$ cat src/sv/tgt_pkg.sv
// ============================================================================
// tgt_pkg: torus grid tessellator shared definitions
// Widths, stage counts, request and register codes, pipeline payload
// structs, the sine table and the fixed point rounding helpers.
// ============================================================================
`default_nettype none

package tgt_pkg;

    localparam int GRID_BITS      = 8;
    localparam int TABLE_BITS     = 8;
    localparam int TABLE_DEPTH    = 1 << TABLE_BITS;
    localparam int QUARTER_TURN   = TABLE_DEPTH / 4;
    localparam int FRAC_BITS      = 12;
    localparam int RADIUS_BITS    = 15;
    localparam int COORD_BITS     = 16;
    localparam int INDEX_BITS     = 16;
    localparam int SIN_BITS       = FRAC_BITS + 2;
    localparam int QUO_BITS       = TABLE_BITS + 2;
    localparam int DEN_BITS       = GRID_BITS + 1;
    localparam int NUM_BITS       = GRID_BITS + QUO_BITS;
    localparam int DIV_STEPS      = 2;
    localparam int DIV_STAGES     = QUO_BITS / DIV_STEPS;
    localparam int VTX_STAGES     = 4;
    localparam int VTX_FIRST      = 1 + DIV_STAGES;
    localparam int OUT_STAGE      = VTX_FIRST + VTX_STAGES;
    localparam int TUBE_PROD_BITS = RADIUS_BITS + 1 + SIN_BITS;
    localparam int RING_BITS      = RADIUS_BITS + 3;
    localparam int RING_PROD_BITS = RING_BITS + SIN_BITS;
    localparam int WIDE_BITS      = 40;
    localparam int CFG_INDEX_BITS = 3;
    localparam int CFG_DATA_BITS  = 16;

    localparam logic [63:0] HALF_PI_Q30 = 64'd1686629713;
    localparam logic [63:0] ONE_Q30     = 64'd1 << 30;

    localparam logic signed [WIDE_BITS-1:0] ROUND_HALF = WIDE_BITS'(1) << (FRAC_BITS - 1);
    localparam logic signed [WIDE_BITS-1:0] COORD_MAX  = (WIDE_BITS'(1) << (COORD_BITS - 1)) - 1;
    localparam logic signed [WIDE_BITS-1:0] COORD_MIN  = -(WIDE_BITS'(1) << (COORD_BITS - 1));

    localparam logic [GRID_BITS-1:0]   RESET_GRID_COLS   = GRID_BITS'(16);
    localparam logic [GRID_BITS-1:0]   RESET_GRID_ROWS   = GRID_BITS'(16);
    localparam logic [RADIUS_BITS-1:0] RESET_RING_RADIUS = RADIUS_BITS'(8192);
    localparam logic [RADIUS_BITS-1:0] RESET_TUBE_RADIUS = RADIUS_BITS'(4096);

    typedef enum logic [0:0] {
        REQ_VERTEX = 1'b0,
        REQ_FACE   = 1'b1
    } req_kind_t;

    typedef enum logic [CFG_INDEX_BITS-1:0] {
        CFG_GRID_COLS   = 3'd0,
        CFG_GRID_ROWS   = 3'd1,
        CFG_RING_RADIUS = 3'd2,
        CFG_TUBE_RADIUS = 3'd3
    } cfg_reg_t;

    typedef struct packed {
        logic [NUM_BITS-1:0]   rem;
        logic [NUM_BITS-1:0]   den_sh;
        logic [TABLE_BITS-1:0] quo;
    } div_lane_t;

    typedef struct packed {
        div_lane_t col_lane;
        div_lane_t row_lane;
    } div_pair_t;

    typedef struct packed {
        logic                  bad;
        logic                  kind;
        logic [GRID_BITS-1:0]  col0;
        logic [GRID_BITS-1:0]  col1;
        logic [INDEX_BITS-1:0] row0;
        logic [INDEX_BITS-1:0] row1;
    } side_t;

    typedef struct packed {
        logic signed [COORD_BITS-1:0] coord_x;
        logic signed [COORD_BITS-1:0] coord_y;
        logic signed [COORD_BITS-1:0] coord_z;
        logic [INDEX_BITS-1:0]        tri0_a;
        logic [INDEX_BITS-1:0]        tri0_b;
        logic [INDEX_BITS-1:0]        tri0_c;
        logic [INDEX_BITS-1:0]        tri1_a;
        logic [INDEX_BITS-1:0]        tri1_b;
        logic [INDEX_BITS-1:0]        tri1_c;
        logic                         bad_request;
    } result_t;

    typedef logic [TABLE_DEPTH-1:0][SIN_BITS-1:0] sin_table_t;

    // sin(u * pi/2) in Q30 by Taylor series, u in Q30 on [0, 1]
    function automatic logic [63:0] quarter_sin(input logic [63:0] u);
        logic [63:0] x;
        logic [63:0] x2;
        logic [63:0] term;
        longint      sum;
        x    = (u * HALF_PI_Q30) >> 30;
        x2   = (x * x) >> 30;
        term = x;
        sum  = longint'(x);
        for (int n = 2; n <= 12; n += 2) begin
            term = ((term * x2) >> 30) / 64'(n * (n + 1));
            if ((n % 4) == 2)
                sum = sum - longint'(term);
            else
                sum = sum + longint'(term);
        end
        return (sum < 0) ? 64'd0 : 64'(sum);
    endfunction

    function automatic logic [SIN_BITS-1:0] wave_entry(input logic [31:0] t);
        logic [63:0] r;
        logic [63:0] s;
        logic [63:0] m;
        r = {34'd0, t[29:0]};
        s = t[30] ? quarter_sin(ONE_Q30 - r) : quarter_sin(r);
        m = (s + (64'd1 << (29 - FRAC_BITS))) >> (30 - FRAC_BITS);
        if (m > (64'd1 << FRAC_BITS))
            m = 64'd1 << FRAC_BITS;
        return t[31] ? SIN_BITS'(-m) : SIN_BITS'(m);
    endfunction

    function automatic sin_table_t build_sin_table();
        sin_table_t tab;
        for (int k = 0; k < TABLE_DEPTH; k++)
            tab[k] = wave_entry(32'(k) << (32 - TABLE_BITS));
        return tab;
    endfunction

    localparam sin_table_t SIN_TABLE = build_sin_table();

    // floor((v + half) / 2^FRAC_BITS)
    function automatic logic signed [WIDE_BITS-1:0] round_frac(
        input logic signed [WIDE_BITS-1:0] v
    );
        return (v + ROUND_HALF) >>> FRAC_BITS;
    endfunction

    function automatic logic signed [COORD_BITS-1:0] sat_coord(
        input logic signed [WIDE_BITS-1:0] v
    );
        if (v > COORD_MAX)
            return COORD_MAX[COORD_BITS-1:0];
        if (v < COORD_MIN)
            return COORD_MIN[COORD_BITS-1:0];
        return v[COORD_BITS-1:0];
    endfunction

endpackage

`default_nettype wire

$ cat src/sv/tgt_front.sv
// ============================================================================
// tgt_front: request decode stage
// Range check, divider operand setup and face row offsets, registered.
// ============================================================================
`default_nettype none

module tgt_front
    import tgt_pkg::*;
(
    input  wire logic                 clk,
    input  wire logic                 en,
    input  wire logic [0:0]           kind,
    input  wire logic [GRID_BITS-1:0] col,
    input  wire logic [GRID_BITS-1:0] row,
    input  wire logic [GRID_BITS-1:0] grid_cols,
    input  wire logic [GRID_BITS-1:0] grid_rows,
    output div_pair_t                 div_out,
    output side_t                     side_out
);

    logic [GRID_BITS:0]          col_inc;
    logic [GRID_BITS:0]          row_inc;
    logic [GRID_BITS-1:0]        col1;
    logic [GRID_BITS-1:0]        row1;
    logic [DEN_BITS-1:0]         pitch;
    logic [DEN_BITS+GRID_BITS-1:0] row0_full;
    logic [DEN_BITS+GRID_BITS-1:0] row1_full;
    logic                        zero_grid;
    logic                        vtx_bad;
    logic                        face_bad;
    div_pair_t                   div_next;
    side_t                       side_next;
    div_pair_t                   div_reg;
    side_t                       side_reg;

    always_comb
    begin
        col_inc   = {1'b0, col} + 1'b1;
        row_inc   = {1'b0, row} + 1'b1;
        col1      = (col_inc == {1'b0, grid_cols}) ? '0 : col_inc[GRID_BITS-1:0];
        row1      = (row_inc == {1'b0, grid_rows}) ? '0 : row_inc[GRID_BITS-1:0];
        pitch     = {1'b0, grid_cols} + 1'b1;
        row0_full = pitch * row;
        row1_full = pitch * row1;
        zero_grid = (grid_cols == '0) || (grid_rows == '0);
        vtx_bad   = (col > grid_cols) || (row > grid_rows);
        face_bad  = (col >= grid_cols) || (row >= grid_rows);

        div_next.col_lane.rem    = {col, QUO_BITS'(0)} + NUM_BITS'(grid_cols);
        div_next.col_lane.den_sh = NUM_BITS'({grid_cols, 1'b0}) << (QUO_BITS - 1);
        div_next.col_lane.quo    = '0;
        div_next.row_lane.rem    = {row, QUO_BITS'(0)} + NUM_BITS'(grid_rows);
        div_next.row_lane.den_sh = NUM_BITS'({grid_rows, 1'b0}) << (QUO_BITS - 1);
        div_next.row_lane.quo    = '0;

        side_next.bad  = zero_grid || ((kind == REQ_FACE) ? face_bad : vtx_bad);
        side_next.kind = kind;
        side_next.col0 = col;
        side_next.col1 = col1;
        side_next.row0 = INDEX_BITS'(row0_full);
        side_next.row1 = INDEX_BITS'(row1_full);
    end

    always_ff @(posedge clk)
    begin
        if (en)
        begin
            div_reg  <= div_next;
            side_reg <= side_next;
        end
    end

    assign div_out  = div_reg;
    assign side_out = side_reg;

endmodule

`default_nettype wire

$ cat config.mk
export PLATFORM = sky130hd
export DESIGN_NAME = tgt_front
export DESIGN_NICKNAME = d
export VERILOG_FILES = /design/src/sv/tgt_pkg.sv /design/src/sv/tgt_front.sv
export SDC_FILE = /design/constraint.sdc
export NUM_CORES = 1
export LEC_CHECK = 0
export BUFFER_PORTS_ARGS = -buffer_cell sky130_fd_sc_hd__buf_2
export CAP_MARGIN = 20
export CORE_AREA = 2 2 132 121
export DETAILED_ROUTE_END_ITERATION = 8
export DIE_AREA = 0 0 134 123
export MAX_ROUTING_LAYER = met4
export PLACE_DENSITY = 0.92
export SLEW_MARGIN = 20
export SYNTH_ARGS = -nofsm -noshare
export SYNTH_HDL_FRONTEND = slang
export SYNTH_SLANG_ARGS = --single-unit
$ cat constraint.sdc
create_clock -name clk -period 6.95 [get_ports clk]
set_input_delay 0.695 -clock clk [delete_from_list [all_inputs] [get_ports clk]]
set_output_delay 0.695 -clock clk [all_outputs]
set_load 0.02 [all_outputs]
Yosys cells after proc, flatten, opt, wreduce, memory -nomap -nowiden --
Index checks and enable logic that the tools add are counted.
Operators by class: eq/ne operators 2, magnitude comparators 4, shifts and indexed selects 0, $add $sub $neg 5, divide/modulo/power cells 0, bitwise gates (word level) 0, reduce and logical (&&, ||, !) cells 6, multipliers 2, muxes and demuxes 2
Operator list (count):
- $add 18x8->18 | 2
- $mul 9x8->16 | 2
- $add 8x1->9 const B | 3
- $eq 9x8->1 | 2
- $ge 8x8->1 | 2
- $gt 8x8->1 | 2
- $logic_not 8->1 | 2
- $mux 8 | 1
- $logic_or 1x1->1 | 4
- $mux 1 | 1
Word-level totals: input bits 35, memories 0, output and inout bits 138, latch bits 0, register bits after elaboration 102, logic and storage cells 31, ROM bits 0, RAM bits 0

Logic depth before layout (Yosys ltp) --
word-level depth 4, gate-level depth with buffers 25, gate-level depth less buffers 24

Worst setup path after synthesis --
No wires, ideal clock.
kind input to register, start point input row[0], end point register side_reg, in the netlist side_out[15], data pin, data arrival time 6072 ps, data required time 6682 ps, slack 610 ps, cell stages on the path 25, library setup time 268 ps, path buffers 1, path through ha_1 xor2_1 a211oi_1 o211ai_1 nor2_1 nor4b_4 buf_6 nor2_2 and2_1 fa_1 inv_1 fa_1 inv_1 fa_1 inv_1 fa_1 inv_1 ha_1 a21oi_1 nor2_1 a31o_2 o21ai_1 a31oi_1 o41a_1 xnor3_1
Between the ends: word-level cells in the longest chain between the ends 4
RTL lines:
- start, declared | RTL line tgt_front.sv:14 | input wire logic [GRID_BITS-1:0] row,
- $add 8x1->9 * | RTL line tgt_front.sv:39 | row_inc = {1'b0, row} + 1'b1;
- $eq 9x8->1 | RTL line tgt_front.sv:41 | row1 = (row_inc == {1'b0, grid_rows}) ? '0 : row_inc[GRID_BITS-1:0];
- $mux 8 * | RTL line tgt_front.sv:41
- $mul 9x8->16 * | RTL line tgt_front.sv:44 | row1_full = pitch * row1;
- named net row1_full[15] | RTL line tgt_front.sv:27 | logic [DEN_BITS+GRID_BITS-1:0] row1_full;
- end signal, assigned | RTL line tgt_front.sv:69 | side_reg <= side_next;
- end, declared | RTL line tgt_front.sv:34 | side_t side_reg;
Mark *: on every way through the listed nets, which the timed path passes. The rest lies on a longest branch. A chain may end at the register's enable or synchronous reset.

Worst setup path after layout --
Ends and elaborated chain as after synthesis.

==> run_results.csv <==
group,metric,value,unit
flow_run,maxCapViolations,0,
clocking,cts_resized,0,
power_and_ir_drop,p_leak,4.60,nW
worst_setup_path,worstSetupPathType,"in -> reg",
sta,layout_setup_ws,340,ps
grt,track_usage,25.0,%
sta,slew_violations,0,
grt,overflow,0,
worst_setup_path,crit_end,"side_out[15]$_DFFE_PP_",
clocking,clock_tree.htree_level_count,3,
layout,drive_gt1_share,19.1,%
clocking,cts-root-buf,"clkbuf_16",
synthesis,synth_top_area_cell,"edfxtp_1",
clocking,cts.clk_slew.worst_paths,70,ps
synthesis,asyncSetResetFlopFracSynth,0,%
floorplanning,die_w,134,um
synthesis,ys_warn_count,0,
clocking,cts.sinks,74,
synthesis,netlist_instances,847,
sta,tns,0,ps
detailed_routing,drt_first_pass_iters,5,
floorplanning,core_area,15100,um2
floorplanning,ioPinCount,173,
worst_setup_path,startpoint_type,"input port",
layout,post-route-cell-area,9390,um2
power_and_ir_drop,vdd_ir_drop_max,0.000162,V
worst_setup_path,cp.arrival,6700,ps
detailed_routing,wirelength,18900,um
sta,rsz0062_at_grt,"false",
worst_setup_path,required,7040,ps
layout,layout_commonest_cell,"inv_1",
detailed_routing,detail-route-antenna-nets,0,
clocking,cts_max_path_buffers,2,
place,pre_cts_ws,91.5,ps
detailed_routing,routed-via-count,6329,
floorplanning,die-area,16500,um2
power_and_ir_drop,p_per_area,292,nW/um2
sta,max_freq,151,MHz
worst_setup_path,critPathMaxStageDelay,530,ps
worst_setup_path,crit_start,"row[0]",
detailed_routing,vias_per_cell,5.37,
grt,antenna_found_initial,0,
worst_setup_path,worst-path-buf-inv,6,
synthesis,avgSynthCellArea,9.93,um2
hold_path,worst_hold_path_type,"in -> reg",
worst_setup_path,slowest_stage,"fa_1",
synthesis,yosys.area.top_type_share,26.4,%
grt,grt_pass1_vias,6433,
detailed_routing,drt_iter0_markers,480,
clocking,holdBufCountCts,0,
synthesis,synthesis.area,8410,um2
place,postPlaceCellArea,9100,um2
sta,final-hold-violation-count,0,
synthesis,yosysSeqAreaShare,26.4,%
synthesis,ys_seq_elements,74,
hold_path,worstHoldStart,"kind",
synthesis,synth_edf_count,74,
clocking,numCtsBuffers,9,
sta,fin_crit_sh,95.1,%
status,status,"complete, no violations",
layout,fin_util,62.1,%
synthesis,ys_top_cells_by_area,"edfxtp_1, fa_1, ha_1",
floorplanning,start_util,55.6,%
synthesis,synth-main-ff-cell,"edfxtp_1",
sta,max_slew_margin,39.7,%
grt,grt_start_max_net_pins,75,
layout,syn_to_final_growth,11.6,%
clocking,cts_tree,"built",
layout,n_fill_cell,1140,
sta,setup_violations,0,
layout,multi_input_area,5240,um2
sta,whs,544,ps
grt,grt_pass1_wl,31300,um
layout,final_nets,1178,
layout,final_cell_mix,"inv_1, buf_2, ha_1",
clocking,postCtsSetupBuffers,0,
place,hpwl,14700,um
floorplanning,num_rows,43,
place,gp_congestion,0.956,
worst_setup_path,cp_top_family,"adder cells",
synthesis,synth_cell_type_count,53,
sta,worst_slew_pin_slew,905,ps
place,io_buffers,132,
detailed_routing,wl_per_cell,16.1,um
worst_setup_path,worst-path-stages,26,
layout,antenna_cells,0,
worst_setup_path,crit_fanout,23,
sta,min_period,6610,ps
worst_setup_path,worst_setup_path_end_kind,"register",
detailed_routing,drc_errors,0,
layout,seqCellArea,2220,um2
floorplanning,die_h,123,um
cell usage after synthesis, drive strengths merged (2+ instances only):
cell type  number
nand2          71
a21oi          11
edfxtp         74
nand2b          4
o31a            2
nand3          12
a41o            2
o21ai           8
and2           55
a31oi           2
or2             2
nor4            7
buf            69
or4             2
a21o            4
fa             82
o21a           10
nand4           9
a211oi          4
xnor3           3
a31o            2
xor2           15
o41a            3
nor3           21
xnor2          43
nor2b          15
inv           138
clkbuf         16
o211ai          2
nor2           55
ha             90
final cells by class:
| cell class | instances | share of cell area [%] |
|---|---|---|
| clock buffer | 9 | 2.40 |
| clock inverter | 7 | 0.613 |
| inverter | 138 | 5.52 |
| multi-input combinational | 589 | 55.8 |
| sequential | 74 | 23.7 |
| tap | 202 | 2.69 |
| timing repair buffer | 159 | 9.33 |
power breakdown:
group	switching, mW	internal, mW	leakage (nW)
Combinational	0.929	0.672	3.74
Clock	0.203	0.247	0.135
Sequential	0.0263	0.665	0.723
kinds of logic after synthesis:
kind of cell	count (synthesis)	share of synthesized area, %
simple gates	258	15.7
buf+inv	223	13.1
fa+ha+maj	173	33.0
flops	74	26.4
xor+xnor	61	6.93
compound gates	56	4.69
other cells	1	0.0446
mux	1	0.119
worst min-delay path by stage:
stage,to,cells past startpoint
floorplan,div_out[18]$_DFFE_PP_,0
global placement,side_out[48]$_DFFE_PP_,1
detailed placement,side_out[48]$_DFFE_PP_,1
CTS,side_out[48]$_DFFE_PP_,1
global route,side_out[48]$_DFFE_PP_,1
finish,side_out[48]$_DFFE_PP_,1
metrics by stage:
step	power (mW)	std cells
2_1_floorplan	1.94	886
3_3_place_gp	2.25	1162
3_5_place_dp	2.30	1162
4_1_cts	2.77	1178
5_1_grt	3.00	1178
6_report	2.74	1178
state kept, by name, indices dropped and copies added (netlist names):
| register | cells |
|---|---|
| side_out | 49 |
| div_out | 25 |
routing by layer:
| metal | part of all wire [%] | track usage (%) |
|---|---|---|
| met5 | 0 | - |
| met4 | 3.5 | 10.5 |
| met3 | 9.7 | 5.41 |
| met2 | 48 | 41.5 |
| met1 | 38 | 29.8 |
Note: power is estimated with default switching activity, not from simulation.
