[src/sv/tgt_pkg.sv]
// ============================================================================
// tgt_pkg: torus grid tessellator shared definitions
// Widths, stage counts, request and register codes, pipeline payload
// structs, the sine table and the fixed point rounding helpers.
// ============================================================================
`default_nettype none

package tgt_pkg;

    localparam int GRID_BITS      = 8;
    localparam int TABLE_BITS     = 8;
    localparam int TABLE_DEPTH    = 1 << TABLE_BITS;
    localparam int QUARTER_TURN   = TABLE_DEPTH / 4;
    localparam int FRAC_BITS      = 12;
    localparam int RADIUS_BITS    = 15;
    localparam int COORD_BITS     = 16;
    localparam int INDEX_BITS     = 16;
    localparam int SIN_BITS       = FRAC_BITS + 2;
    localparam int QUO_BITS       = TABLE_BITS + 2;
    localparam int DEN_BITS       = GRID_BITS + 1;
    localparam int NUM_BITS       = GRID_BITS + QUO_BITS;
    localparam int DIV_STEPS      = 2;
    localparam int DIV_STAGES     = QUO_BITS / DIV_STEPS;
    localparam int VTX_STAGES     = 4;
    localparam int VTX_FIRST      = 1 + DIV_STAGES;
    localparam int OUT_STAGE      = VTX_FIRST + VTX_STAGES;
    localparam int TUBE_PROD_BITS = RADIUS_BITS + 1 + SIN_BITS;
    localparam int RING_BITS      = RADIUS_BITS + 3;
    localparam int RING_PROD_BITS = RING_BITS + SIN_BITS;
    localparam int WIDE_BITS      = 40;
    localparam int CFG_INDEX_BITS = 3;
    localparam int CFG_DATA_BITS  = 16;

    localparam logic [63:0] HALF_PI_Q30 = 64'd1686629713;
    localparam logic [63:0] ONE_Q30     = 64'd1 << 30;

    localparam logic signed [WIDE_BITS-1:0] ROUND_HALF = WIDE_BITS'(1) << (FRAC_BITS - 1);
    localparam logic signed [WIDE_BITS-1:0] COORD_MAX  = (WIDE_BITS'(1) << (COORD_BITS - 1)) - 1;
    localparam logic signed [WIDE_BITS-1:0] COORD_MIN  = -(WIDE_BITS'(1) << (COORD_BITS - 1));

    localparam logic [GRID_BITS-1:0]   RESET_GRID_COLS   = GRID_BITS'(16);
    localparam logic [GRID_BITS-1:0]   RESET_GRID_ROWS   = GRID_BITS'(16);
    localparam logic [RADIUS_BITS-1:0] RESET_RING_RADIUS = RADIUS_BITS'(8192);
    localparam logic [RADIUS_BITS-1:0] RESET_TUBE_RADIUS = RADIUS_BITS'(4096);

    typedef enum logic [0:0] {
        REQ_VERTEX = 1'b0,
        REQ_FACE   = 1'b1
    } req_kind_t;

    typedef enum logic [CFG_INDEX_BITS-1:0] {
        CFG_GRID_COLS   = 3'd0,
        CFG_GRID_ROWS   = 3'd1,
        CFG_RING_RADIUS = 3'd2,
        CFG_TUBE_RADIUS = 3'd3
    } cfg_reg_t;

    typedef struct packed {
        logic [NUM_BITS-1:0]   rem;
        logic [NUM_BITS-1:0]   den_sh;
        logic [TABLE_BITS-1:0] quo;
    } div_lane_t;

    typedef struct packed {
        div_lane_t col_lane;
        div_lane_t row_lane;
    } div_pair_t;

    typedef struct packed {
        logic                  bad;
        logic                  kind;
        logic [GRID_BITS-1:0]  col0;
        logic [GRID_BITS-1:0]  col1;
        logic [INDEX_BITS-1:0] row0;
        logic [INDEX_BITS-1:0] row1;
    } side_t;

    typedef struct packed {
        logic signed [COORD_BITS-1:0] coord_x;
        logic signed [COORD_BITS-1:0] coord_y;
        logic signed [COORD_BITS-1:0] coord_z;
        logic [INDEX_BITS-1:0]        tri0_a;
        logic [INDEX_BITS-1:0]        tri0_b;
        logic [INDEX_BITS-1:0]        tri0_c;
        logic [INDEX_BITS-1:0]        tri1_a;
        logic [INDEX_BITS-1:0]        tri1_b;
        logic [INDEX_BITS-1:0]        tri1_c;
        logic                         bad_request;
    } result_t;

    typedef logic [TABLE_DEPTH-1:0][SIN_BITS-1:0] sin_table_t;

    // sin(u * pi/2) in Q30 by Taylor series, u in Q30 on [0, 1]
    function automatic logic [63:0] quarter_sin(input logic [63:0] u);
        logic [63:0] x;
        logic [63:0] x2;
        logic [63:0] term;
        longint      sum;
        x    = (u * HALF_PI_Q30) >> 30;
        x2   = (x * x) >> 30;
        term = x;
        sum  = longint'(x);
        for (int n = 2; n <= 12; n += 2) begin
            term = ((term * x2) >> 30) / 64'(n * (n + 1));
            if ((n % 4) == 2)
                sum = sum - longint'(term);
            else
                sum = sum + longint'(term);
        end
        return (sum < 0) ? 64'd0 : 64'(sum);
    endfunction

    function automatic logic [SIN_BITS-1:0] wave_entry(input logic [31:0] t);
        logic [63:0] r;
        logic [63:0] s;
        logic [63:0] m;
        r = {34'd0, t[29:0]};
        s = t[30] ? quarter_sin(ONE_Q30 - r) : quarter_sin(r);
        m = (s + (64'd1 << (29 - FRAC_BITS))) >> (30 - FRAC_BITS);
        if (m > (64'd1 << FRAC_BITS))
            m = 64'd1 << FRAC_BITS;
        return t[31] ? SIN_BITS'(-m) : SIN_BITS'(m);
    endfunction

    function automatic sin_table_t build_sin_table();
        sin_table_t tab;
        for (int k = 0; k < TABLE_DEPTH; k++)
            tab[k] = wave_entry(32'(k) << (32 - TABLE_BITS));
        return tab;
    endfunction

    localparam sin_table_t SIN_TABLE = build_sin_table();

    // floor((v + half) / 2^FRAC_BITS)
    function automatic logic signed [WIDE_BITS-1:0] round_frac(
        input logic signed [WIDE_BITS-1:0] v
    );
        return (v + ROUND_HALF) >>> FRAC_BITS;
    endfunction

    function automatic logic signed [COORD_BITS-1:0] sat_coord(
        input logic signed [WIDE_BITS-1:0] v
    );
        if (v > COORD_MAX)
            return COORD_MAX[COORD_BITS-1:0];
        if (v < COORD_MIN)
            return COORD_MIN[COORD_BITS-1:0];
        return v[COORD_BITS-1:0];
    endfunction

endpackage

`default_nettype wire

[src/sv/tgt_vertex_pipe.sv]
// ============================================================================
// tgt_vertex_pipe: torus point arithmetic
// Table lookup, tube products, ring term and ring products in four stages.
// ============================================================================
`default_nettype none

module tgt_vertex_pipe
    import tgt_pkg::*;
(
    input  wire logic                   clk,
    input  wire logic [VTX_STAGES-1:0]  en,
    input  wire logic [TABLE_BITS-1:0]  idx_col,
    input  wire logic [TABLE_BITS-1:0]  idx_row,
    input  wire logic [RADIUS_BITS-1:0] ring_radius,
    input  wire logic [RADIUS_BITS-1:0] tube_radius,
    output logic signed [COORD_BITS-1:0]     coord_x,
    output logic signed [RING_PROD_BITS-1:0] prod_y,
    output logic signed [RING_PROD_BITS-1:0] prod_z
);

    logic [TABLE_BITS-1:0]           cos_col_idx;
    logic [TABLE_BITS-1:0]           cos_row_idx;
    logic signed [SIN_BITS-1:0]      sin_a_reg;
    logic signed [SIN_BITS-1:0]      cos_a_reg;
    logic signed [SIN_BITS-1:0]      sin_b1_reg;
    logic signed [SIN_BITS-1:0]      cos_b1_reg;
    logic signed [TUBE_PROD_BITS-1:0] px_reg;
    logic signed [TUBE_PROD_BITS-1:0] ps_reg;
    logic signed [SIN_BITS-1:0]      sin_b2_reg;
    logic signed [SIN_BITS-1:0]      cos_b2_reg;
    logic signed [COORD_BITS-1:0]    x3_reg;
    logic signed [RING_BITS-1:0]     ww_reg;
    logic signed [SIN_BITS-1:0]      sin_b3_reg;
    logic signed [SIN_BITS-1:0]      cos_b3_reg;
    logic signed [COORD_BITS-1:0]    x4_reg;
    logic signed [RING_PROD_BITS-1:0] py_reg;
    logic signed [RING_PROD_BITS-1:0] pz_reg;
    logic signed [TUBE_PROD_BITS-1:0] px_next;
    logic signed [TUBE_PROD_BITS-1:0] ps_next;
    logic signed [WIDE_BITS-1:0]     ww_wide;
    logic signed [COORD_BITS-1:0]    x3_next;
    logic signed [RING_BITS-1:0]     ww_next;
    logic signed [RING_PROD_BITS-1:0] py_next;
    logic signed [RING_PROD_BITS-1:0] pz_next;

    always_comb
    begin
        cos_col_idx = idx_col + TABLE_BITS'(QUARTER_TURN);
        cos_row_idx = idx_row + TABLE_BITS'(QUARTER_TURN);
        px_next = $signed({1'b0, tube_radius}) * cos_a_reg;
        ps_next = $signed({1'b0, tube_radius}) * sin_a_reg;
        x3_next = sat_coord(round_frac(WIDE_BITS'(px_reg)));
        ww_wide = round_frac(WIDE_BITS'(ps_reg))
                + $signed({{(WIDE_BITS - RADIUS_BITS){1'b0}}, ring_radius});
        ww_next = ww_wide[RING_BITS-1:0];
        py_next = ww_reg * sin_b3_reg;
        pz_next = ww_reg * cos_b3_reg;
    end

    always_ff @(posedge clk)
    begin
        if (en[0])
        begin
            sin_a_reg  <= $signed(SIN_TABLE[idx_col]);
            cos_a_reg  <= $signed(SIN_TABLE[cos_col_idx]);
            sin_b1_reg <= $signed(SIN_TABLE[idx_row]);
            cos_b1_reg <= $signed(SIN_TABLE[cos_row_idx]);
        end
        if (en[1])
        begin
            px_reg     <= px_next;
            ps_reg     <= ps_next;
            sin_b2_reg <= sin_b1_reg;
            cos_b2_reg <= cos_b1_reg;
        end
        if (en[2])
        begin
            x3_reg     <= x3_next;
            ww_reg     <= ww_next;
            sin_b3_reg <= sin_b2_reg;
            cos_b3_reg <= cos_b2_reg;
        end
        if (en[3])
        begin
            x4_reg <= x3_reg;
            py_reg <= py_next;
            pz_reg <= pz_next;
        end
    end

    assign coord_x = x4_reg;
    assign prod_y  = py_reg;
    assign prod_z  = pz_reg;

endmodule

`default_nettype wire

[config.mk]
export PLATFORM = sky130hd
export DESIGN_NAME = tgt_vertex_pipe
export DESIGN_NICKNAME = d
export VERILOG_FILES = /design/src/sv/tgt_pkg.sv /design/src/sv/tgt_vertex_pipe.sv
export SDC_FILE = /design/constraint.sdc
export NUM_CORES = 2
export LEC_CHECK = 0
export ABC_AREA = 0
export BUFFER_PORTS_ARGS = -buffer_cell sky130_fd_sc_hd__buf_2
export CORE_MARGIN = 2
export CORE_UTILIZATION = 25
export DETAILED_ROUTE_END_ITERATION = 10
export SYNTH_ARGS = -nofsm -noshare
export SYNTH_HDL_FRONTEND = slang
export SYNTH_SLANG_ARGS = --single-unit
[constraint.sdc]
create_clock -name clk -period 8.5 [get_ports clk]
set_clock_uncertainty 0.15 [all_clocks]
set_input_delay 0.425 -clock clk [delete_from_list [all_inputs] [get_ports clk]]
set_output_delay 0.425 -clock clk [all_outputs]
set_load 0.005 [all_outputs]
* Word-level counts from Yosys, hierarchy flattened
Memories as Yosys holds them, arrays and structs flattened. A register that Yosys moved wholly into a read port is not among the register bits.
Cells that the tools add are included.
** Operators by class
- Add/sub/neg operators :: 5
- Multiply operators :: 4
- $lt $le $gt $ge :: 2
- Mux-type cells :: 7
** Operator list (number)
- 18-bit by 14-bit multiplier with 32-bit output :: 2
- 16-bit two-way mux :: 4
- 16-bit by 14-bit multiplier with 30-bit output :: 2
- 30-bit by 13-bit adder with 31-bit output (second input constant) :: 1
- 30-bit by 13-bit adder with 30-bit output (second input constant) :: 1
- 19-bit by 16-bit greater-than comparator with 1-bit output (second input constant) :: 1
- 19-bit by 16-bit less-than comparator with 1-bit output (second input constant) :: 1
- 18-bit by 16-bit adder with 18-bit output :: 1
- 8-bit by 7-bit adder with 8-bit output (second input constant) :: 2
- 1-bit two-way mux :: 3
** Storage, ports and cells
- Flip-flop bits (word level) :: 230
- Bits in read-only memories :: 14336
- Input port bits :: 51
- Output and inout bits :: 80
- Word-level logic and storage cells :: 33
- Memories kept :: 4
** Memories
- (name not given) :: depth 256, width 14, read ports 1, clocked after Yosys merged registers in 1, write ports 0, RTL line tgt_vertex_pipe.sv:67 : cos_b1_reg <= $signed(SIN_TABLE[cos_row_idx]);
- (name not given) :: depth 256, width 14, read ports 1, clocked after Yosys merged registers in 1, write ports 0, RTL line tgt_vertex_pipe.sv:66 : sin_b1_reg <= $signed(SIN_TABLE[idx_row]);
- (name not given) :: depth 256, width 14, read ports 1, clocked after Yosys merged registers in 1, write ports 0, RTL line tgt_vertex_pipe.sv:65 : cos_a_reg <= $signed(SIN_TABLE[cos_col_idx]);
- (name not given) :: depth 256, width 14, read ports 1, clocked after Yosys merged registers in 1, write ports 0, RTL line tgt_vertex_pipe.sv:64 : sin_a_reg <= $signed(SIN_TABLE[idx_col]);

* Depth between registers and ports, before layout
- Depth after elaboration :: 6
- Mapped depth :: 24
- Gate-level depth less buffers :: 22

* Least setup slack after synthesis
No wires, ideal clock.
- Kind :: reg2reg
- From :: register ww_reg[17]
- To :: register py_reg[31], in the netlist prod_y[31], data pin
- Library setup time :: 0.260 ns
- Arrival time :: 6.010 ns
- Required time :: 8.090 ns
- Path slack :: 2.080 ns
- Cell stages (with the launch flop) :: 21
- Path buffers :: 3
- Period minus slack after synthesis :: 6.420 ns
- Cell sequence :: edfxtp_1 > clkbuf_1 > clkbuf_1 > nand2_1 > fa_1 > fa_1 > inv_1 > fa_1 > fa_1 > fa_1 > inv_1 > fa_1 > inv_1 > ha_1 > clkbuf_1 > nand3_1 > or4_1 > o211ai_1 > a211o_1 > a21oi_1 > xnor2_1
** On the way
- Longest elaborated chain between the ends :: 1
** RTL lines
- start, declared :: RTL line tgt_vertex_pipe.sv:32 : logic signed [RING_BITS-1:0] ww_reg;
- start signal, assigned :: RTL line tgt_vertex_pipe.sv:79 : ww_reg <= ww_next;
- 18-bit by 14-bit multiplier with 32-bit output :: RTL line tgt_vertex_pipe.sv:56 : py_next = ww_reg * sin_b3_reg;
- via py_next[31] :: RTL line tgt_vertex_pipe.sv:43 : logic signed [RING_PROD_BITS-1:0] py_next;
- end signal, assigned :: RTL line tgt_vertex_pipe.sv:86 : py_reg <= py_next;
- end, declared :: RTL line tgt_vertex_pipe.sv:36 : logic signed [RING_PROD_BITS-1:0] py_reg;
The timed path passes the listed nets, and every way through them passes these cells.
A chain may end at the register's enable or synchronous reset.

* Worst setup path after layout
- From :: register ww_reg[4]
- To :: register py_reg[31], in the netlist prod_y[31], data pin
Same word-level chain as after synthesis.

==> metrics.cfg <==
[status]
status=completed

[min_path]
min-delay-start=ring_radius[0]
holdPathStages=2
min_to=ww_reg[0]
hold_path.class=input pin to flip-flop

[global_route]
grt_pass1_wl_um=231000
first_global_vias=40600
grt_max_degree=85
gr-total-overflow=0
track_usage=0.143
antenna_found_initial=16

[timing]
fmax_mhz=137
slew_viol_final=0
maxSlewHeadroom=0.177
fin_crit_sh=0.857
worst_slew_pin_slew_ns=1.24
fin_crit_ns=7.28
finalHoldViolations=0
setup_viol=0
rsz0062_at_grt=false
tns_ns=0

[placement]
dp_hpwl_um=111000
io_buffers=130
gp_congestion=0.970

[worst_setup_path]
endpoint_kind=flip-flop
crit_type=flip-flop to flip-flop
reg2reg_slack_ns=1.22
r2r-start=ww_reg[4]
cp_max_fo=28
worstSetupStartpointType=flip-flop
cp.required_ns=8.68
cp.arrival_ns=7.46
reg2reg_depth=19
rr_endpoint=prod_y[31]

[cells_and_area]
syn_to_final_growth_pct=8.45
drive_above_1_share=0.0527
multi_input_area_mm2=0.0370
final.fill_count=21100
finalNetCount=6644
seq_area_mm2=0.00793

[routing]
drt_iter0_markers=3073
vias_per_cell=4.76
wire_per_inst_um=17.9
drtAntennaViolNets=0
drc=0
dr.pass1.iters=6
wirelength_um=144000
via_count=38400

[die]
die_h_um=450
die_w_um=450
core_mm2=0.197
ios=131
start_util=0.252
dieArea_mm2=0.202
rows=163

[clock_network]
numCtsBuffers=35
path_clk_slew_ns=0.06
clkSinkCount=264
cts_resized=0
htreeDepth=2
cts_tree=built
insertion_delay_ns=0.61
cts_root_buf=clkbuf_16
clock_path_buffers=3
cts_setup_buffers=0

[synth]
synth_ff_type=edfxtp_1
synthArstFlopShare=0
syn_inst=5512
synth_seq_cells=264
yosysWarnings=0
synth_top_area_share=0.320
yosys.area.top_type=fa_1
yosys-top-cells-area=fa_1 (32%), edfxtp_1 (16%), ha_1 (10%)
yosys.cell_types.count=74
synth_area_mm2=0.0497
synth.yosys.seq_area_share=0.160
avgSynthCellArea_um2=9.01
synth_edf_count=264
synth_nets=6771

[job]
cap_violations=0

## critical path, stage by stage (launching register included)
cell	delay, ns
edfxtp_1	1.13
nand2_1	0.24
fa_1	0.49
fa_1	0.53
fa_1	0.54
inv_1	0.05
fa_1	0.47
fa_1	0.49
inv_1	0.05
fa_1	0.49
inv_1	0.05
ha_1	0.33
a21o_1	0.22
a21oi_1	0.16
o21ai_0	0.17
a2111oi_2	0.55
o211ai_1	0.29
a211o_1	0.32
a21oi_1	0.18
xnor2_1	0.08
## kinds of logic after synthesis
| logic type | synth area share |
|---|---|
| AO/OA/AOI/OAI | 0.112 |
| XOR/XNOR | 0.0259 |
| adder cells (fa/ha/maj) | 0.424 |
| buffers and inverters | 0.0952 |
| flip-flops | 0.160 |
| multiplexers | 0.0176 |
| AND/OR/NAND/NOR | 0.166 |
## cell usage after synthesis, drive strengths merged, types with 26 or more instances
cell type    n
ha         415
mux2i       32
fa         793
a31oi       37
nand2b      70
and2       477
o21ai      258
nor3        57
nand2      601
a211oi      43
nor2b       40
xor2        43
a21oi      274
nand3       69
and3        26
clkbuf     272
o211ai      45
buf         65
xnor2      104
a21o        43
edfxtp     264
inv        902
nor2       268
## how the worst max path moves through the flow
stage	from	endpoint	slack, ns	cells after the start
final	ww_reg[4]	prod_y[31]	1.22	19
after global routing	ww_reg[4]	prod_y[30]	0.95	19
after CTS	ww_reg[6]	prod_y[31]	1.16	21
after global placement	ww_reg[6]	prod_y[31]	1.30	22
after detailed placement	ww_reg[6]	prod_y[31]	1.23	21
after floorplan	ww_reg[17]	prod_y[31]	2.08	20
## stage by stage
step           area [µm²]  hold slack (ns)  worst slack [ns]   util  std cells
2_1_floorplan       49700            0.250              2.08      -       5512
3_3_place_gp        52600            0.252              1.30  0.267       7987
3_5_place_dp        52600            0.255              1.23  0.267       7987
5_1_grt             53900           0.0645             0.955  0.273       8052
6_report            53900           0.0916              1.22  0.273       8057
4_1_cts             53900           0.0546              1.16  0.273       8052
## what timing repair did
item | in CTS | in global routing
hold buffers | 1 | 0
endpoints found under the setup margin | 0 | 0
endpoints found under the hold margin | 5 | 0
## placed cells by master, fill, tap and decap left out, drive strengths merged, types with 172 or more instances in the layout
cell	Yosys	final
fa	793	793
and2	477	477
nand2	601	601
edfxtp	264	264
ha	415	415
inv	902	907
nor2	268	268
a21oi	274	274
buf	65	172
o21ai	258	258
## routing by layer
layer,global-route usage,vias up,part of all wire
met5,0,-,0.00053
met4,0.0478,12,0.035
met2,0.244,1406,0.48
met3,0.0263,280,0.074
li1,-,17500,-
met1,0.179,19200,0.41
## final cells by class
cell class,count,area share
clock buffers,36,0.0163
inverters,911,0.0635
repair buffers,173,0.0183
multi-input cells,4000,0.687
flip-flops and latches,264,0.147
clock inverters,28,0.00613
well taps,2640,0.0613
diodes,5,0.000232
Power is left out: the tool's default activity adds up to more than one toggle a clock period on the data nets, which glitch-free logic cannot reach.
