<file path="config.mk">
export PLATFORM = sky130hd
export DESIGN_NAME = tgt_div_stage
export DESIGN_NICKNAME = d
export VERILOG_FILES = /design/src/sv/tgt_pkg.sv /design/src/sv/tgt_div_stage.sv
export SDC_FILE = /design/constraint.sdc
export NUM_CORES = 1
export LEC_CHECK = 0
export ABC_AREA = 1
export BUFFER_PORTS_ARGS = -buffer_cell sky130_fd_sc_hd__buf_2
export CAP_MARGIN = 20
export CORE_AREA = 3 3 122 124
export CTS_BUF_LIST = sky130_fd_sc_hd__clkbuf_8 sky130_fd_sc_hd__clkbuf_16
export CTS_CLUSTER_SIZE = 28
export DETAILED_ROUTE_END_ITERATION = 7
export DIE_AREA = 0 0 125 127
export PLACE_DENSITY = 0.8
export SLEW_MARGIN = 40
export SYNTH_ARGS = -nofsm -noshare
export SYNTH_HDL_FRONTEND = slang
export SYNTH_SLANG_ARGS = --single-unit
</file>
<file path="constraint.sdc">
create_clock -name clk -period 4.2 [get_ports clk]
set_clock_uncertainty 0.1 [all_clocks]
set_input_delay 0 -clock clk [delete_from_list [all_inputs] [get_ports clk]]
set_output_delay 0 -clock clk [all_outputs]
set_load 0.01 [all_outputs]
</file>
<file path="src/sv/tgt_pkg.sv">
// ============================================================================
// tgt_pkg: torus grid tessellator shared definitions
// Widths, stage counts, request and register codes, pipeline payload
// structs, the sine table and the fixed point rounding helpers.
// ============================================================================
`default_nettype none

package tgt_pkg;

    localparam int GRID_BITS      = 8;
    localparam int TABLE_BITS     = 8;
    localparam int TABLE_DEPTH    = 1 << TABLE_BITS;
    localparam int QUARTER_TURN   = TABLE_DEPTH / 4;
    localparam int FRAC_BITS      = 12;
    localparam int RADIUS_BITS    = 15;
    localparam int COORD_BITS     = 16;
    localparam int INDEX_BITS     = 16;
    localparam int SIN_BITS       = FRAC_BITS + 2;
    localparam int QUO_BITS       = TABLE_BITS + 2;
    localparam int DEN_BITS       = GRID_BITS + 1;
    localparam int NUM_BITS       = GRID_BITS + QUO_BITS;
    localparam int DIV_STEPS      = 2;
    localparam int DIV_STAGES     = QUO_BITS / DIV_STEPS;
    localparam int VTX_STAGES     = 4;
    localparam int VTX_FIRST      = 1 + DIV_STAGES;
    localparam int OUT_STAGE      = VTX_FIRST + VTX_STAGES;
    localparam int TUBE_PROD_BITS = RADIUS_BITS + 1 + SIN_BITS;
    localparam int RING_BITS      = RADIUS_BITS + 3;
    localparam int RING_PROD_BITS = RING_BITS + SIN_BITS;
    localparam int WIDE_BITS      = 40;
    localparam int CFG_INDEX_BITS = 3;
    localparam int CFG_DATA_BITS  = 16;

    localparam logic [63:0] HALF_PI_Q30 = 64'd1686629713;
    localparam logic [63:0] ONE_Q30     = 64'd1 << 30;

    localparam logic signed [WIDE_BITS-1:0] ROUND_HALF = WIDE_BITS'(1) << (FRAC_BITS - 1);
    localparam logic signed [WIDE_BITS-1:0] COORD_MAX  = (WIDE_BITS'(1) << (COORD_BITS - 1)) - 1;
    localparam logic signed [WIDE_BITS-1:0] COORD_MIN  = -(WIDE_BITS'(1) << (COORD_BITS - 1));

    localparam logic [GRID_BITS-1:0]   RESET_GRID_COLS   = GRID_BITS'(16);
    localparam logic [GRID_BITS-1:0]   RESET_GRID_ROWS   = GRID_BITS'(16);
    localparam logic [RADIUS_BITS-1:0] RESET_RING_RADIUS = RADIUS_BITS'(8192);
    localparam logic [RADIUS_BITS-1:0] RESET_TUBE_RADIUS = RADIUS_BITS'(4096);

    typedef enum logic [0:0] {
        REQ_VERTEX = 1'b0,
        REQ_FACE   = 1'b1
    } req_kind_t;

    typedef enum logic [CFG_INDEX_BITS-1:0] {
        CFG_GRID_COLS   = 3'd0,
        CFG_GRID_ROWS   = 3'd1,
        CFG_RING_RADIUS = 3'd2,
        CFG_TUBE_RADIUS = 3'd3
    } cfg_reg_t;

    typedef struct packed {
        logic [NUM_BITS-1:0]   rem;
        logic [NUM_BITS-1:0]   den_sh;
        logic [TABLE_BITS-1:0] quo;
    } div_lane_t;

    typedef struct packed {
        div_lane_t col_lane;
        div_lane_t row_lane;
    } div_pair_t;

    typedef struct packed {
        logic                  bad;
        logic                  kind;
        logic [GRID_BITS-1:0]  col0;
        logic [GRID_BITS-1:0]  col1;
        logic [INDEX_BITS-1:0] row0;
        logic [INDEX_BITS-1:0] row1;
    } side_t;

    typedef struct packed {
        logic signed [COORD_BITS-1:0] coord_x;
        logic signed [COORD_BITS-1:0] coord_y;
        logic signed [COORD_BITS-1:0] coord_z;
        logic [INDEX_BITS-1:0]        tri0_a;
        logic [INDEX_BITS-1:0]        tri0_b;
        logic [INDEX_BITS-1:0]        tri0_c;
        logic [INDEX_BITS-1:0]        tri1_a;
        logic [INDEX_BITS-1:0]        tri1_b;
        logic [INDEX_BITS-1:0]        tri1_c;
        logic                         bad_request;
    } result_t;

    typedef logic [TABLE_DEPTH-1:0][SIN_BITS-1:0] sin_table_t;

    // sin(u * pi/2) in Q30 by Taylor series, u in Q30 on [0, 1]
    function automatic logic [63:0] quarter_sin(input logic [63:0] u);
        logic [63:0] x;
        logic [63:0] x2;
        logic [63:0] term;
        longint      sum;
        x    = (u * HALF_PI_Q30) >> 30;
        x2   = (x * x) >> 30;
        term = x;
        sum  = longint'(x);
        for (int n = 2; n <= 12; n += 2) begin
            term = ((term * x2) >> 30) / 64'(n * (n + 1));
            if ((n % 4) == 2)
                sum = sum - longint'(term);
            else
                sum = sum + longint'(term);
        end
        return (sum < 0) ? 64'd0 : 64'(sum);
    endfunction

    function automatic logic [SIN_BITS-1:0] wave_entry(input logic [31:0] t);
        logic [63:0] r;
        logic [63:0] s;
        logic [63:0] m;
        r = {34'd0, t[29:0]};
        s = t[30] ? quarter_sin(ONE_Q30 - r) : quarter_sin(r);
        m = (s + (64'd1 << (29 - FRAC_BITS))) >> (30 - FRAC_BITS);
        if (m > (64'd1 << FRAC_BITS))
            m = 64'd1 << FRAC_BITS;
        return t[31] ? SIN_BITS'(-m) : SIN_BITS'(m);
    endfunction

    function automatic sin_table_t build_sin_table();
        sin_table_t tab;
        for (int k = 0; k < TABLE_DEPTH; k++)
            tab[k] = wave_entry(32'(k) << (32 - TABLE_BITS));
        return tab;
    endfunction

    localparam sin_table_t SIN_TABLE = build_sin_table();

    // floor((v + half) / 2^FRAC_BITS)
    function automatic logic signed [WIDE_BITS-1:0] round_frac(
        input logic signed [WIDE_BITS-1:0] v
    );
        return (v + ROUND_HALF) >>> FRAC_BITS;
    endfunction

    function automatic logic signed [COORD_BITS-1:0] sat_coord(
        input logic signed [WIDE_BITS-1:0] v
    );
        if (v > COORD_MAX)
            return COORD_MAX[COORD_BITS-1:0];
        if (v < COORD_MIN)
            return COORD_MIN[COORD_BITS-1:0];
        return v[COORD_BITS-1:0];
    endfunction

endpackage

`default_nettype wire

</file>
<file path="src/sv/tgt_div_stage.sv">
// ============================================================================
// tgt_div_stage: angle divider stage
// Two restoring quotient steps for both the column and the row angle.
// ============================================================================
`default_nettype none

module tgt_div_stage
    import tgt_pkg::*;
(
    input  wire logic      clk,
    input  wire logic      en,
    input  wire div_pair_t d_in,
    output div_pair_t      d_out
);

    div_pair_t d_next;
    div_pair_t d_reg;

    function automatic div_lane_t div_step(input div_lane_t lane);
        div_lane_t res;
        res = lane;
        if (lane.rem >= lane.den_sh)
        begin
            res.rem = lane.rem - lane.den_sh;
            res.quo = {lane.quo[TABLE_BITS-2:0], 1'b1};
        end
        else
        begin
            res.quo = {lane.quo[TABLE_BITS-2:0], 1'b0};
        end
        res.den_sh = lane.den_sh >> 1;
        return res;
    endfunction

    always_comb
    begin
        d_next = d_in;
        for (int s = 0; s < DIV_STEPS; s++)
        begin
            d_next.col_lane = div_step(d_next.col_lane);
            d_next.row_lane = div_step(d_next.row_lane);
        end
    end

    always_ff @(posedge clk)
    begin
        if (en)
            d_reg <= d_next;
    end

    assign d_out = d_reg;

endmodule

`default_nettype wire

</file>
---- Word-level counts from Yosys, hierarchy flattened ----
Cells that the tools add are included.
W data, S select, Z words.
word-level totals
  register bits after elaboration ......... 84
  bits in latches ......................... 0
  RAM bits ................................ 0
  memory bits (read-only) ................. 0
  bits of input ports ..................... 90
  output and inout bits ................... 88
  logic and storage cells ................. 22
  memories ................................ 0
cells by class
  add/subtract/negate cells ............... 4
  multipliers ............................. 0
  divide/modulo/power cells ............... 0
  $lt $le $gt $ge ......................... 4
  eq/ne operators ......................... 0
  shift operators ......................... 0
  muxes and demuxes ....................... 8
  bitwise logic cells ..................... 0
  reductions and logical operators ........ 0
operators with widths
  cell              number
  $mux W18          4
  $ge A18 B17 Y1    2
  $ge A18 B18 Y1    2
  $sub A18 B17 Y18  2
  $sub A18 B18 Y18  2
  $mux W1           4

---- Longest topological paths before layout ----
Gate-level depths: netlist of the first run.
  depth in word-level cells ............... 4
  mapped depth ............................ 33
  depth with buffers taken out ............ 31

---- Least setup slack after synthesis of the first run ----
Ideal clock, no wire load.
  kind .................................... in2reg
  start ................................... input port d_in[26] in the netlist's numbering
  end ..................................... register d_reg (netlist bit d_out[31]) (data pin)
  library setup time ...................... 0.252 ns
  arrival time ............................ 3.141 ns
  required time ........................... 3.848 ns
  setup slack ............................. 0.706 ns
  stages .................................. 32
  buffers on the path ..................... 2
  cell sequence ........................... inv_1 > ha_1 > inv_1 > fa_1 > nand3_1 > nand2_2 > nand3_1 > nand2_1 > nand2_1 > nand2_2 > nand2_2 > nand2_2 > buf_6 > nand2_1 > inv_1 > nor2_1 > inv_1 > ha_1 > fa_1 > inv_1 > nand2_1 > nand3_2 > nand3_1 > nand2_1 > nand2_1 > nand2_1 > nand2_1 > nand2_1 > inv_2 > buf_2 > nand3_1 > nand2_1
RTL lines
  element                 RTL line             RTL
  start: declaration      tgt_div_stage.sv:12  input wire div_pair_t d_in,
  end signal: assignment  tgt_div_stage.sv:48  d_reg <= d_next;
  end: declaration        tgt_div_stage.sv:17  div_pair_t d_reg;

==> results_dict.tcl, run 1 <==
set metrics [dict create \
    clock-sinks 84 \
    slew_headroom_pct 47.28 \
    netlist_instances 1081 \
    wl_met1_um 9687 \
    maxCapViolCount 0 \
    drt_iter0_drc 695 \
    rows 43 \
    synthSimpleGateAreaFrac_pct 32.71 \
    swShare_pct 40.42 \
    die_area_sq_mm 0.01588 \
    cts_buffers 9 \
    routed-wl-met3_um 1654 \
    die_h_um 127 \
    synth_fa_ha_area_share_pct 12.27 \
    vias 8035 \
    wl_met2_um 10800 \
    synth_area_sq_mm 0.007789 \
    critPathMaxStageDelay_ns 0.53 \
    final_layout_size_suffix_gt1_share_pct 21.35 \
    area_delta_synth_final_pct 26.52 \
    seqPwrFrac_pct 30.4 \
    finalCriticalPeriod_ns 4.005 \
    power.density_mw_per_mm2 391.0 \
    synth.mux.area_fraction_pct 0 \
    largest_reg_flops 84 \
    pwr-share-clk_pct 22.4 \
    period_share_pct 95.35 \
    routed_wl_um 22790 \
    cts_tree "done" \
    power.switching_uw 1557 \
    grt_setup_unrepaired "yes" \
    coreArea_sq_mm 0.01388 \
    dr.pass1.iters 5 \
    io_pins 178 \
    finalNetCount 1480 \
    crit_path_start_kind "input pin" \
    synth-xor-area-share_pct 4.273 \
    finalSetupViolations 0 \
    root_buffer "clkbuf_16" \
    combPwrFrac_pct 47.2 \
    ys_types 43 \
    crit_arrival_ns 4.00 \
    yosys_warnings 0 \
    slowest_stage "dlygate4sd3_1" \
    critical_path.most_common_cell "nand2_1" \
    max_freq_mhz 249.7 \
    clockBufferDepth 2 \
    utilization_pct 70.99 \
    status "completed" \
    crit_type "in -> reg" \
    slew_viol_final 0 \
    drc 0 \
    critPathRequiredTime_ns 4.20 \
    peakVddDrop_mv 0.2512 \
    synth_top_family_by_area "simple AND/OR/NAND/NOR gates" \
    htree_levels 3 \
    hold_violations 0 \
    worstPathMaxFanout 10 \
    first_global_vias 7479 \
    clk_pin_slew_worst_paths_ns 0.07 \
    grt_max_degree 85 \
    die_w_um 125 \
    top_layer "met4" \
    overflow 0 \
    wl_per_cell_um 15.18 \
    antenna_cells 0 \
    intPower_uw 2296 \
    synth_compound_area_share_pct 9.189 \
    tns_ns 0 \
    numPortBuffers 169 \
    initial_core_util_pct 56.11 \
    leakage_uw 0.005098 \
    synth_area_per_cell_sq_um 7.205 \
    ant_nets 0 \
    antenna_found_initial 0 \
    hold_class "in -> reg" \
    cp-end-kind "flop" \
    grt_pass1_wl_um 35910 \
    yosysSeqAreaShare_pct 32.39 \
    grt_use_total_pct 27.82 \
    worst_pin_slew_ns 0.7908 \
    dpl.hpwl_um 17810 \
    synth-seq-cells 84 \
    viasPerCell 5.353 \
    place.gp.congestion 0.9537 \
]
[power by group through the flow]
stage               Clock (uW)  Combinational [uW]  Sequential (uW)
finish                     862                1820             1170
global route               907                2020             1180
CTS                        874                1750             1170
detailed placement           0                1700             1190
global placement             0                1680             1180
floorplan                    0                1100             1260
[per-stage QoR]
stage / hold slack [ns] / instances / setup WS [ns] / cell area, sq um / total power [uW]
after floorplan: -0.001131 / 1084 / 0.7061 / 7800 / 2366
after global placement: 0.07639 / 1431 / 0.1851 / 8859 / 2862
after detailed placement: 0.07817 / 1431 / 0.06762 / 8862 / 2890
after CTS: 0.001358 / 1497 / 0.09275 / 9682 / 3793
after global routing: 0.04954 / 1501 / -0.05024 / 9854 / 4109
final: 0.02236 / 1501 / 0.1955 / 9854 / 3853
[cell usage in the layout (no fill, tap or decap), types with 9 or more instances in the layout]
| cell type | netlist | layout |
|---|---|---|
| buf_2 | 2 | 168 |
| clkbuf_16 | 0 | 9 |
| xnor2_1 | 16 | 16 |
| nor2_2 | 4 | 11 |
| nor2_1 | 72 | 65 |
| nand2_2 | 13 | 13 |
| buf_4 | 7 | 15 |
| o21ai_0 | 33 | 31 |
| xor2_1 | 22 | 22 |
| dlygate4sd3_1 | 0 | 50 |
| a21oi_1 | 67 | 63 |
| nand2_1 | 370 | 369 |
| or2_2 | 11 | 11 |
| edfxtp_1 | 84 | 84 |
| ha_1 | 70 | 67 |
| nand3_1 | 81 | 81 |
| inv_1 | 139 | 139 |
[layer usage]
metal  global-route usage (%)  vias to the layer above
li1                         -                     4007
met1                    36.41                     3617
met2                    47.07                      357
met3                    4.431                       54
met4                    9.949                        0
met5                        0                        -
[path summary, 6_finish.rpt]
| check | from | to | cells past startpoint |
|---|---|---|---|
| setup / recovery | d_in[19] | d_out[34] | 29 |
| hold / removal | d_in[39] | d_out[39] | 5 |
[critical path: cells and delay by family]
family,cells,cell delay [ns]
AND/OR/NAND/NOR,16,1.47
AO/OA/AOI/OAI,2,0.27
adder cells (fa/ha/maj),3,0.95
buffers and inverters,8,1.28
[synth_stat cells (all sizes together)]
cell type	count	area share, %
nand2	388	20
inv	149	7.2
edfxtp	84	32
nand3	84	5.6
nor2	76	3.8
a21oi	70	4.6
ha	70	11
o21ai	45	3.1
xor2	22	2.5
buf	16	1.9
xnor2	16	1.8
or2	11	0.88
nor3	10	0.64
nand4	9	1.0
nand3b	8	0.82
fa	4	1.0
a21o	3	0.29
a31oi	3	0.24
o21bai	3	0.29
a21boi	2	0.19
o31ai	2	0.19
a31o	1	0.11
and2	1	0.080
clkinv	1	0.048
conb	1	0.048
o21a	1	0.096
or3	1	0.080
[cell type report]
type                            count  area [sq um]
Clock inverter                      7         93.84
Inverter                          150         580.6
Sequential cell                    84          2522
Multi-Input combinational cell    835          4702
Tap cell                          180         225.2
Timing Repair Buffer              236          1505
Fill cell                        1148          4026
Clock buffer                        9         225.2
[cells by family after synthesis]
| kind of cell | count (synthesis) |
|---|---|
| AOI/OAI and AO/OA | 130 |
| buffers and inverters | 166 |
| other | 1 |
| DFF | 84 |
| and+or+nand+nor | 588 |
| adders and majority gates | 74 |
| xor gates and xnor gates | 38 |
[what timing repair did]
item | 4_1_cts | 5_1_grt
endpoints found under the hold margin | 50 | 0
endpoints found under the setup margin | 0 | 37
setup buffers | 0 | 3
resized for setup | 0 | 36
hold buffers | 50 | 0
(Power assumes the default switching activity.)
==> run 2: changes to the inputs <==
Settings changed: ABC_AREA 1 to unset, CORE_AREA 3 3 122 124 to 3 3 117 119, CTS_CLUSTER_DIAMETER set to 40, DIE_AREA 0 0 125 127 to 0 0 120 122, PLACE_DENSITY 0.8 to 0.78.
==> results_dict.tcl, run 2 <==
set metrics [dict create \
    status "finished, violations left" \
    violations "negative setup slack" \
    grt_setup_unrepaired "yes" \
    numPortBuffers 169 \
    utilization_pct 82.00 \
    routed_wl_um 22170 \
    die_area_sq_mm 0.01464 \
    rows 41 \
    viasPerCell 5.547 \
    grt_pass1_wl_um 33740 \
    initial_core_util_pct 53.74 \
    hold_violations 0 \
    synthTopCellsByArea "edfxtp_1 37%, ha_1 13%, xnor2_1 4.5%" \
    final_common_cell "buf_4" \
    period_share_pct 100.5 \
    netlist_instances 677 \
    fin_area_sq_mm 0.01039 \
    clockBufferDepth 2 \
    pre_cts_slack_ns -0.4867 \
    critPathMaxStageDelay_ns 0.35 \
    clk_pin_slew_worst_paths_ns 0.06 \
    worstHoldPathCells 4 \
    antenna_found_initial 0 \
    area_delta_synth_final_pct 52.59 \
    whs_endpoint "d_out[75]" \
    htree_levels 3 \
    overflow 0 \
    synth_area_per_cell_sq_um 10.06 \
    final_layout_size_suffix_gt1_share_pct 42.75 \
    slowest_stage "a2111oi_4" \
    ant_nets 0 \
    slew_headroom_pct 47.32 \
    die_w_um 120 \
    synth_top_area_share_pct 37.05 \
    cts_buffers 9 \
    drc 0 \
    synth_top_cells_by_count "84 x edfxtp_1, 70 x ha_1, 56 x nand2_1" \
    synthArstFlopShare_pct 0 \
    postPlaceCellArea_sq_mm 0.009230 \
    vias 6923 \
    worstPathMaxFanout 8 \
    final_cell_mix "172 x buf_4, 167 x buf_2, 84 x edfxtp_1, 61 x ha_1, 54 x nand2_1" \
    grt_use_total_pct 28.93 \
    wl_per_cell_um 17.76 \
    slew_viol_final 0 \
    hold_class "in -> reg" \
    dr.pass1.iters 6 \
    yosysTopAreaCell "edfxtp_1" \
    io_pins 178 \
    path_buf_inv 8 \
    synth_area_sq_mm 0.006809 \
    place.gp.congestion 0.9395 \
    peakVddDrop_mv 0.2360 \
    clock-sinks 84 \
    dpl.hpwl_um 15770 \
    critPathRequiredTime_ns 4.20 \
    finalCriticalPeriod_ns 4.220 \
    crit_arrival_ns 4.22 \
    power.density_mw_per_mm2 404.9 \
    coreArea_sq_mm 0.01267 \
    synthFlopType "edfxtp_1" \
    first_global_vias 6996 \
    root_buffer "clkbuf_16" \
    die_h_um 122 \
    path_cells "buf_12 -> inv_12 -> ha_4 -> inv_2 -> fa_2 -> a211oi_2 -> o211ai_1 -> nand4_1 -> o21ai_2 -> o221ai_4 -> buf_6 -> buf_12 -> mux2i_2 -> buf_4 -> fa_2 -> nand2b_4 -> a21oi_4 -> o2111ai_2 -> and3_4 -> a31oi_4 -> a2111oi_4 -> buf_4 -> buf_12 -> mux2_4" \
    drt_iter0_drc 504 \
    crit_type "in -> reg" \
    leakage_uw 0.004866 \
    finalSetupViolations 12 \
    antenna_cells 0 \
    finalNetCount 1235 \
    crit_family "compound AO/OA/AOI/OAI gates" \
    crit_path_start_kind "input pin" \
    worst_pin_slew_ns 0.7901 \
    worst_slack_ns -0.02002 \
    min_from "d_in[75]" \
    yosysMostFrequentCell "edfxtp_1" \
    largest_reg_flops 84 \
    final.fill_count 779 \
    cp-end-kind "flop" \
    synth-seq-cells 84 \
    maxCapViolCount 0 \
    cts_tree "done" \
    grt_max_degree 85 \
    max_freq_mhz 237.0 \
    yosysSeqAreaShare_pct 37.05 \
    ys_types 61 \
    synth_edf_count 84 \
    critical_path.most_common_cell "buf_12" \
    yosys_warnings 0 \
]
==> run 2: cell types whose count changed in the layout (fill, tap and decap cells not counted), sizes merged, moves of 18 or more <==
cell | before | now
buf | 186 | 351
mux2 | 0 | 37
inv | 152 | 55
xnor2 | 16 | 35
nand3 | 84 | 11
nand2 | 389 | 56
nor2 | 76 | 30
a21oi | 70 | 52
==> run 2: final cells by class <==
| class | count | area [sq um] | share of cell area [%] |
|---|---|---|---|
| sequential | 84 | 2522 | 24.28 |
| timing repair buffer | 397 | 2798 | 26.93 |
| multi-input combinational | 525 | 4315 | 41.53 |
| tap | 172 | 215.2 | 2.071 |
| clock inverter | 7 | 98.84 | 0.9513 |
| inverter | 54 | 215.2 | 2.071 |
| clock buffer | 9 | 225.2 | 2.168 |
==> run 2: kinds of logic after synthesis <==
logic type / count (synthesis) / share of synthesized area [%]
AOI/OAI and AO/OA: 191 / 18.69
xor gates and xnor gates: 54 / 6.946
adders and majority gates: 74 / 14.04
buffers and inverters: 71 / 4.631
DFF: 84 / 37.05
muxes: 44 / 7.534
other: 1 / 0.05507
and+or+nand+nor: 158 / 11.06
==> run 2: power by group <==
part / internal (uW) / switching [uW]
clock network: 525 / 374
registers: 1130 / 42.2
logic: 1110 / 1030
==> run 2: metal layers <==
| layer | global-route usage, % | part of all wire (%) | up-vias |
|---|---|---|---|
| met4 | 11.10 | 2.6 | 0 |
| li1 | - | - | 3285 |
| met2 | 48.82 | 48 | 311 |
| met5 | 0 | 0 | - |
| met3 | 4.689 | 7.3 | 53 |
| met1 | 37.49 | 42 | 3274 |
==> run 2: tightest hold or removal path, delay by kind of cell <==
family	cells	cell delay [ns]
multiplexers	1	0.14
buffers and inverters	1	0.10
AO/OA/AOI/OAI	1	0.07
AND/OR/NAND/NOR	1	0.06
==> run 2: worst max path at each step <==
stage,cells after the start,from,to,slack [ns]
final,24,d_in[70],d_out[82],-0.02
after global routing,24,d_in[70],d_out[82],-0.20
after CTS,22,d_in[70],d_out[85],0.02
after detailed placement,21,d_in[70],d_out[74],-0.49
after global placement,21,d_in[70],d_out[78],-0.33
after floorplan,23,d_in[70],d_out[80],-0.06
==> run 2: per-stage QoR <==
step           hold slack, ns  instances  setup TNS (ns)  total power (uW)
2_1_floorplan       -0.001131        680         -0.3932              2338
3_3_place_gp          0.07990       1170          -6.930              3001
3_5_place_dp          0.08139       1170          -11.17              3066
4_1_cts               0.01899       1233               0              4010
5_1_grt               0.05819       1248          -3.133              4411
6_report              0.02592       1248         -0.1680              4207
==> run 2: what timing repair did <==
action / in CTS / in global routing
hold buffers: 45 / 0
buffers inserted: 2 / 13
endpoints found under the setup margin: 17 / 35
pin swaps: 1 / 25
hold endpoints to repair: 45 / 0
gates resized for setup: 2 / 59
gates cloned: 0 / 2
==> run 3: changes to the inputs <==
Settings changed: ABC_AREA set to 1, CORE_AREA 3 3 117 119 to 3 3 122 124, DIE_AREA 0 0 120 122 to 0 0 125 127, PLACE_DENSITY 0.78 to 0.8, REMOVE_ABC_BUFFERS set to 1.
==> results_dict.tcl, run 3 (same netlist as run 1, synthesis figures left out) <==
set metrics [dict create \
    leakage_uw 0.005020 \
    crit_cells 29 \
    slew_viol_final 0 \
    status "completed" \
    postPlaceCellArea_sq_mm 0.008792 \
    maxCapViolCount 0 \
    fin_area_sq_mm 0.009751 \
    drt_iter0_drc 643 \
    period_share_pct 93.69 \
    worst_pin_slew_ns 0.7746 \
    vias 7970 \
    critPathRequiredTime_ns 4.21 \
    crit_path_start_kind "input pin" \
    initial_core_util_pct 56.11 \
    dr.pass1.iters 6 \
    crit_type "in -> reg" \
    worst_slack_ns 0.2652 \
    cp-end-kind "flop" \
    rows 43 \
    htree_levels 3 \
    largest_reg_flops 84 \
    finalNetCount 1471 \
    cts_tree "done" \
    viasPerCell 5.342 \
    final.fill_count 1182 \
    drc 0 \
    area_delta_synth_final_pct 25.19 \
    finalSetupViolations 0 \
    grt_use_total_pct 27.48 \
    clockBufferDepth 2 \
    final_common_cell "nand2_1" \
    io_pins 178 \
    finalCriticalPeriod_ns 3.935 \
    final_cell_mix "366 x nand2_1, 168 x buf_2, 139 x inv_1, 84 x edfxtp_1, 81 x nand3_1" \
    antenna_cells 0 \
    first_global_vias 7133 \
    max_freq_mhz 254.1 \
    crit_family "simple AND/OR/NAND/NOR gates" \
    pre_cts_slack_ns 0.1254 \
    clock-sinks 84 \
    wl_per_cell_um 15.23 \
    die_h_um 127 \
    place.gp.congestion 0.9369 \
    clk_pin_slew_worst_paths_ns 0.07 \
    overflow 0 \
    die_w_um 125 \
    cts_setup_buffers 0 \
    hold_violations 0 \
    critical_path.most_common_cell "nand2_1" \
    coreArea_sq_mm 0.01388 \
    routed_wl_um 22730 \
    worstHoldPathCells 5 \
    grt_pass1_wl_um 35300 \
    ant_nets 0 \
    grt_max_degree 85 \
    peakVddDrop_mv 0.2107 \
    slew_headroom_pct 48.36 \
    path_buf_inv 6 \
    dpl.hpwl_um 17690 \
    hold_class "in -> reg" \
    crit_arrival_ns 3.94 \
    power.density_mw_per_mm2 382.4 \
    die_area_sq_mm 0.01588 \
    cts_buffers 9 \
    critPathMaxStageDelay_ns 0.53 \
    root_buffer "clkbuf_16" \
    slowest_stage "dlygate4sd3_1" \
    antenna_found_initial 0 \
    final_layout_size_suffix_gt1_share_pct 21.34 \
    numPortBuffers 169 \
    worstPathMaxFanout 8 \
]
==> run 3: cell count changes in the layout (fill, tap and decap cells not counted), sizes merged, moves of 16 or more <==
cell	before	now
mux2	37	0
a21oi	52	70
o21a	17	1
nand3	11	84
xnor2	35	16
inv	55	152
nand2	56	390
nor2	30	76
buf	351	177
==> run 3: metal layers <==
layer	GRT usage, %	wire [um]
met3	5.268	2088
met2	42.23	10010
met1	40.43	10350
met4	6.505	284
met5	0	0
==> run 3: metrics by stage <==
step / power (uW) / setup TNS (ns) / instances / hold WS, ns / utilization, %
floorplan: 2327 / 0 / 1068 / -0.001131 / -
global placement: 2819 / 0 / 1425 / 0.07682 / 63.31
detailed placement: 2847 / 0 / 1425 / 0.07870 / 63.34
CTS: 3655 / 0 / 1488 / 0.004993 / 68.77
global route: 3994 / -0.07582 / 1492 / 0.03521 / 70.25
finish: 3729 / 0 / 1492 / 0.02438 / 70.25
==> run 3: final timing paths <==
check                    start        end
worst min-delay path  d_in[38]  d_out[38]
worst max-delay path  d_in[10]  d_out[37]
==> run 3: layout make-up <==
| type | count | area [sq um] | share of cell area, % |
|---|---|---|---|
| Multi-Input combinational cell | 836 | 4741 | 48.62 |
| Tap cell | 180 | 225.2 | 2.310 |
| Inverter | 150 | 585.6 | 6.005 |
| Timing Repair Buffer | 224 | 1383 | 14.18 |
| Clock inverter | 7 | 57.56 | 0.5903 |
| Clock buffer | 9 | 225.2 | 2.310 |
| Sequential cell | 84 | 2522 | 25.87 |
| Timing Repair inverter | 2 | 11.26 | 0.1155 |
==> run 3: power breakdown <==
group          internal [uW]  switching, uW  leakage [uW]  total [uW]
Sequential              1130           42.2      0.000821        1170
Combinational            667           1130       0.00406        1800
Clock                    409            350      0.000136         758
==> run 3: timing repair <==
item / CTS / global route
hold buffers: 47 / 0
setup endpoints to repair: 0 / 38
gates resized for setup: 0 / 43
hold endpoints to repair: 47 / 0
